File: src/assert_macros.svh
// Assertion macros shared by the RTL of the sorted series table.
// Uses the clk_i / rst_ni names of the including module.
`ifndef ASSERT_MACROS_SVH
`define ASSERT_MACROS_SVH

// Property checked on every rising edge, off while reset is low.
`define ASSERT_CLK(label, prop) \
  label: assert property (@(posedge clk_i) disable iff (!rst_ni) prop) \
    else $error("assertion failed");

// Condition that must never hold.
`define ASSERT_NEVER(label, cond) \
  `ASSERT_CLK(label, !(cond))

`endif

File: src/sst_pkg.sv
// Package of the sorted series table: field widths, codes, FSM and command types.
// No dependencies.
`timescale 1ns / 1ps
`default_nettype none
package sst_pkg;

  localparam int unsigned YEAR_W = 12;
  localparam int unsigned VAL_W  = 32;
  localparam int unsigned KIND_W = 2;
  localparam int unsigned OCNT_W = 7;

  localparam logic [KIND_W-1:0] KIND_ADD = 2'd0;
  localparam logic [KIND_W-1:0] KIND_UPD = 2'd1;
  localparam logic [KIND_W-1:0] KIND_QRY = 2'd2;

  localparam logic [VAL_W-1:0] SENTINEL = 32'hFFFF_0000;

  typedef enum logic [4:0] {
    OP_NONE,
    OP_LOAD,
    OP_RD,
    OP_RD_PREV,
    OP_NEXT,
    OP_IDX_CLR,
    OP_SET_SHIFT,
    OP_SHIFT_WR,
    OP_INS_WR,
    OP_UPD_WR,
    OP_ACC1,
    OP_ACC2A,
    OP_ACC2B,
    OP_DEN_A,
    OP_DEN_B,
    OP_DIV_MEAN,
    OP_DIV_SLOPE,
    OP_DIV_ICPT,
    OP_SAVE_MEAN,
    OP_SAVE_SLOPE,
    OP_SAVE_ICPT,
    OP_ICPT_A,
    OP_EMIT
  } sst_op_e;

  typedef enum logic [4:0] {
    S_IDLE,
    S_DISPATCH,
    S_ADD_RD,
    S_ADD_CHK,
    S_ADD_FULL,
    S_SH_CHK,
    S_SH_WR,
    S_INS,
    S_UPD_RD,
    S_UPD_CHK,
    S_Q1_RD,
    S_Q1_ACC,
    S_Q2_RD,
    S_Q2_A,
    S_Q2_B,
    S_DEN_A,
    S_DEN_B,
    S_MEAN_START,
    S_MEAN_WAIT,
    S_SLOPE_START,
    S_SLOPE_WAIT,
    S_ICPT_A,
    S_ICPT_START,
    S_ICPT_WAIT,
    S_DONE
  } sst_state_e;

  typedef struct packed {
    sst_op_e op;
    logic    ok;
  } sst_cmd_t;

  typedef struct packed {
    logic [KIND_W-1:0] kind;
    logic              sentinel;
    logic              full;
    logic              count_zero;
    logic              idx_end;
    logic              idx_eq_pos;
    logic              yr_eq;
    logic              yr_gt;
    logic              den_zero;
    logic              div_done;
    logic              out_free;
  } sst_st_t;

endpackage
`default_nettype wire

File: src/sst_ctrl.sv
// Controller FSM of the sorted series table: sequences search, shift, sums and divides.
// Depends on sst_pkg.
`timescale 1ns / 1ps
`default_nettype none
module sst_ctrl import sst_pkg::*; (
  input  wire logic     clk_i,
  input  wire logic     rst_ni,
  input  wire logic     in_valid_i,
  output logic          in_ready_o,
  input  wire sst_st_t  st_i,
  output sst_cmd_t      cmd_o
);

  sst_state_e state_q, state_d;
  logic       ok_q, ok_d;

  always_ff @(posedge clk_i or negedge rst_ni) begin
    if (!rst_ni) begin
      state_q <= S_IDLE;
      ok_q    <= 1'b0;
    end else begin
      state_q <= state_d;
      ok_q    <= ok_d;
    end
  end

  always_comb begin
    state_d    = state_q;
    ok_d       = ok_q;
    cmd_o.op   = OP_NONE;
    cmd_o.ok   = ok_q;
    in_ready_o = 1'b0;
    unique case (state_q)
      S_IDLE: begin
        in_ready_o = 1'b1;
        if (in_valid_i) begin
          cmd_o.op = OP_LOAD;
          ok_d     = 1'b0;
          state_d  = S_DISPATCH;
        end
      end
      S_DISPATCH: begin
        case (st_i.kind)
          KIND_ADD: state_d = st_i.sentinel ? S_DONE : S_ADD_RD;
          KIND_UPD: state_d = st_i.sentinel ? S_DONE : S_UPD_RD;
          KIND_QRY: state_d = st_i.count_zero ? S_DONE : S_Q1_RD;
          default:  state_d = S_DONE;
        endcase
      end
      S_ADD_RD: begin
        if (st_i.idx_end) begin
          state_d = S_ADD_FULL;
        end else begin
          cmd_o.op = OP_RD;
          state_d  = S_ADD_CHK;
        end
      end
      S_ADD_CHK: begin
        if (st_i.yr_eq) begin
          state_d = S_DONE;
        end else if (st_i.yr_gt) begin
          state_d = S_ADD_FULL;
        end else begin
          cmd_o.op = OP_NEXT;
          state_d  = S_ADD_RD;
        end
      end
      S_ADD_FULL: begin
        if (st_i.full) begin
          state_d = S_DONE;
        end else begin
          cmd_o.op = OP_SET_SHIFT;
          state_d  = S_SH_CHK;
        end
      end
      S_SH_CHK: begin
        if (st_i.idx_eq_pos) begin
          state_d = S_INS;
        end else begin
          cmd_o.op = OP_RD_PREV;
          state_d  = S_SH_WR;
        end
      end
      S_SH_WR: begin
        cmd_o.op = OP_SHIFT_WR;
        state_d  = S_SH_CHK;
      end
      S_INS: begin
        cmd_o.op = OP_INS_WR;
        ok_d     = 1'b1;
        state_d  = S_DONE;
      end
      S_UPD_RD: begin
        if (st_i.idx_end) begin
          state_d = S_DONE;
        end else begin
          cmd_o.op = OP_RD;
          state_d  = S_UPD_CHK;
        end
      end
      S_UPD_CHK: begin
        if (st_i.yr_eq) begin
          cmd_o.op = OP_UPD_WR;
          ok_d     = 1'b1;
          state_d  = S_DONE;
        end else if (st_i.yr_gt) begin
          state_d = S_DONE;
        end else begin
          cmd_o.op = OP_NEXT;
          state_d  = S_UPD_RD;
        end
      end
      S_Q1_RD: begin
        if (st_i.idx_end) begin
          cmd_o.op = OP_IDX_CLR;
          state_d  = S_Q2_RD;
        end else begin
          cmd_o.op = OP_RD;
          state_d  = S_Q1_ACC;
        end
      end
      S_Q1_ACC: begin
        cmd_o.op = OP_ACC1;
        state_d  = S_Q1_RD;
      end
      S_Q2_RD: begin
        if (st_i.idx_end) begin
          state_d = S_DEN_A;
        end else begin
          cmd_o.op = OP_RD;
          state_d  = S_Q2_A;
        end
      end
      S_Q2_A: begin
        cmd_o.op = OP_ACC2A;
        state_d  = S_Q2_B;
      end
      S_Q2_B: begin
        cmd_o.op = OP_ACC2B;
        state_d  = S_Q2_RD;
      end
      S_DEN_A: begin
        cmd_o.op = OP_DEN_A;
        state_d  = S_DEN_B;
      end
      S_DEN_B: begin
        cmd_o.op = OP_DEN_B;
        state_d  = S_MEAN_START;
      end
      S_MEAN_START: begin
        cmd_o.op = OP_DIV_MEAN;
        state_d  = S_MEAN_WAIT;
      end
      S_MEAN_WAIT: begin
        if (st_i.div_done) begin
          cmd_o.op = OP_SAVE_MEAN;
          ok_d     = 1'b1;
          state_d  = st_i.den_zero ? S_DONE : S_SLOPE_START;
        end
      end
      S_SLOPE_START: begin
        cmd_o.op = OP_DIV_SLOPE;
        state_d  = S_SLOPE_WAIT;
      end
      S_SLOPE_WAIT: begin
        if (st_i.div_done) begin
          cmd_o.op = OP_SAVE_SLOPE;
          state_d  = S_ICPT_A;
        end
      end
      S_ICPT_A: begin
        cmd_o.op = OP_ICPT_A;
        state_d  = S_ICPT_START;
      end
      S_ICPT_START: begin
        cmd_o.op = OP_DIV_ICPT;
        state_d  = S_ICPT_WAIT;
      end
      S_ICPT_WAIT: begin
        if (st_i.div_done) begin
          cmd_o.op = OP_SAVE_ICPT;
          state_d  = S_DONE;
        end
      end
      S_DONE: begin
        if (st_i.out_free) begin
          cmd_o.op = OP_EMIT;
          state_d  = S_IDLE;
        end
      end
      default: state_d = S_IDLE;
    endcase
  end

endmodule
`default_nettype wire

File: config.mk
export PLATFORM = sky130hd
export DESIGN_NAME = sst_ctrl
export DESIGN_NICKNAME = d
export VERILOG_FILES = /design/src/assert_macros.svh /design/src/sst_pkg.sv /design/src/sst_ctrl.sv
export SDC_FILE = /design/constraint.sdc
export NUM_CORES = 1
export LEC_CHECK = 0
export ABC_AREA = 1
export BUFFER_PORTS_ARGS = -buffer_cell sky130_fd_sc_hd__clkbuf_2
export CAP_MARGIN = 20
export CELL_PAD_IN_SITES_DETAIL_PLACEMENT = 1
export CELL_PAD_IN_SITES_GLOBAL_PLACEMENT = 2
export CORE_MARGIN = 4
export CORE_UTILIZATION = 27
export DETAILED_ROUTE_END_ITERATION = 12
export PLACE_DENSITY_LB_ADDON = 0.1
export SYNTH_ARGS = -nofsm -noshare
export SYNTH_HDL_FRONTEND = slang
export SYNTH_SLANG_ARGS = --single-unit
File: constraint.sdc
create_clock -name clk_i -period 2.05 [get_ports clk_i]
set_clock_uncertainty 0.2 [all_clocks]
set_input_delay 0.41 -clock clk_i [delete_from_list [all_inputs] [get_ports clk_i]]
set_output_delay 0.41 -clock clk_i [all_outputs]
set_load 0.005 [all_outputs]
==> key figures <==
Clock tree
  • Max H-tree Level: 1
  • Clock-pin slew on the worst setup and hold paths: 0.03 ns
  • Deepest clock path buffer count: 2
  • Number of buffers created by CTS: 3
  • Clock Latency Late Sink: 0.22 ns
  • Total clock sinks: 6
  • Root Buffer: clkbuf_8
  • CTS tree: built

Setup path
  • CP Capture Type: output port
  • Crit path DAT: 1.56 ns
  • Crit Path Class: flop to output port
  • R2r worst-path depth: 10
  • Required time worst endpoint: 1.44 ns
  • Startpoint types: flop
  • Crit path max fanout: 5
  • Worst R2R Setup Slack: 0.20 ns

STA
  • Max Fclk: 460 MHz
  • Final WS setup: -0.122 ns
  • Final hold vios: 0
  • Slew Limit Headroom: 0.799
  • Fin crit period: 2.17 ns
  • Final worst-path cycle share: 1.06
  • Final setup viols: 5
  • Max-slew violation count: 0
  • Worst-Margin Slew: 0.300 ns
  • RSZ-0062 raised after global routing: true

Synth
  • YS warnings: 0
  • Top cell type's share of synthesized area: 0.227
  • Distinct cells, synth: 25
  • Mapped cell area: 1120 µm²
  • Async SR Flop Fraction: 1.00
  • Register bit total from synthesis: 6
  • Count leader, synth: nand2_1
  • Synth area leaders: nand2_1 23%, dfrtp_1 13%, nor2_1 11%
  • Number of synthesized flops with an enable pin: 0
  • Cell count after synthesis: 205
  • Mean Syn Cell Area: 5.47 µm²
  • Complex-gate fraction of the synthesized area: 0.111
  • Combinational family with the most area after synthesis: simple AND/OR/NAND/NOR gates
  • Post-synth top cells: 68 x nand2_1, 32 x nor2_1, 26 x inv_1
  • XOR/XNOR Fraction of Synth Area: 0
  • Multiplexer area fraction after synthesis: 0
  • Synth Flop Type: dfrtp_1
  • Yosys top cell by area: nand2_1
  • Mapped Nets: 224
  • Adder-cell share of the synthesized area: 0.0446
  • Post-synthesis sequential area ratio: 0.134
  • Simple-gate share of the synthesized area: 0.571

Cells and area
  • Layout cells sized above 1: 0.445
  • Area grow syn2layout: 59.8%
  • Antenna diode count: 0
  • Final #Nets: 293

Status
  • Status: finished, violations left
  • Violated checks: setup timing

Worst hold path
  • Hold path cells: 2
  • HP Class: flop to flop

Place
  • Port bufs: 21
  • Post-place setup slack: -0.0412 ns
  • Global placement routability congestion: 0.919
  • HPWL after detailed placement: 4220 µm

Global route
  • Vias in the first global route: 1,617
  • All-Layer GR Usage: 0.196
  • Initial antenna violation count: 0
  • First-pass GRT wire length: 7970 µm
  • Overflow after GRT: 0
  • Largest net degree at the start of global routing: 8

Floorplan
  • # rows: 23
  • Starting Density: 0.281
  • Core Region: 4000 µm²
  • Width of the die: 72.5 µm
  • Io pins: 22
  • Die area: 5250 µm²
  • Die height: 72.5 µm

Power
  • Worst vdd ir: 0.729 mV
  • Power Total: 2.09 mW
  • Pwr Density: 1160 nW/µm²
  • Leakage: 1.02 nW

Job
  • Maxcap violations: 0

Routing
  • Total wire length: 5090 µm
  • Mean routed wirelength per cell: 15.8 µm
  • Vias post-DR: 1,574
  • Drt first pass iters: 4
  • Vias per inst: 4.89
  • Antenna Nets Post-Route: 0
  • Post-route DRC: 0
  • Starting DRT DRC Count: 52
-- metrics by stage --
step                TNS (ns)  instances  hold WS [ns]  cell area, µm²   util
finish                -0.555        322         0.317            1790  0.448
global route          -0.957        322         0.341            1790  0.448
CTS                   -0.458        315         0.317            1670  0.418
detailed placement   -0.0655        304        0.0457            1510  0.376
global placement     -0.0296        304        0.0420            1510  0.376
floorplan                  0        205       -0.0856            1120      -
-- flip-flops by register name, indices dropped and copies added, names as in the netlist --
| signal | flops |
|---|---|
| ok_q | 1 |
| state_q | 5 |
-- final timing paths --
kind / start / endpoint
max: state_q[2] / cmd_o[3]
min: ok_q / ok_q
max reg2reg: state_q[0] / state_q[1]
min reg2reg: ok_q / ok_q
max in group asynchronous: rst_ni / state_q[2]
min in group asynchronous: rst_ni / ok_q
-- placed cells by master (no fill, tap or decap), drive strengths merged, types with 2 or more instances in the layout --
cell type	synthesis	final
o21ai	7	7
nand3	14	14
o211ai	2	2
nand2	73	73
dfrtp	6	6
clkbuf	0	23
nor3	2	2
nand4	12	12
a21oi	8	8
ha	4	4
buf	4	47
inv	31	31
nor2	39	39
-- power by group --
part           switching (mW)  internal [mW]  leakage [nW]  total, mW
combinational           0.898          0.728         0.928       1.63
clock                  0.0433          0.125        0.0216      0.169
sequential              0.112          0.178        0.0701      0.290
total                    1.05           1.03          1.02       2.09
-- critical path, stage by stage (launching register included) --
cell and delay, ns:
dfrtp_2 0.47, buf_4 0.17, nor2_4 0.11, nand4_1 0.20
o21ai_4 0.14, nor2_2 0.06, nand4_1 0.07, clkbuf_2 0.11
-- layout make-up --
class | count | area [µm²]
well taps | 50 | 62.6
fillers | 557 | 2210
inverters | 31 | 126
multi-input cells | 164 | 930
repair buffers | 68 | 477
flip-flops and latches | 6 | 156
clock buffers | 3 | 41.3
-- what timing repair did --
item,CTS,global route
hold buffers,1,0
buffers inserted,7,7
pin swaps,8,11
endpoints found under the setup margin,5,5
endpoints found under the hold margin,6,0
gates resized for setup,24,23
-- cell families (layout without fill, tap and decap cells) --
group / count (synthesis) / in the layout
compound gates: 20 / 20
fa+ha+maj: 4 / 4
buf+inv: 35 / 102
flops: 6 / 6
simple gates: 140 / 140
-- layer usage --
layer | wire, µm | part of all wire | global-route usage
met1 | 2190 | 0.43 | 0.243
met2 | 2730 | 0.54 | 0.368
met3 | 81 | 0.016 | 0.00831
met4 | 82 | 0.016 | 0.0492
met5 | 0 | 0 | 0
Note: power is estimated with default switching activity, not from simulation.
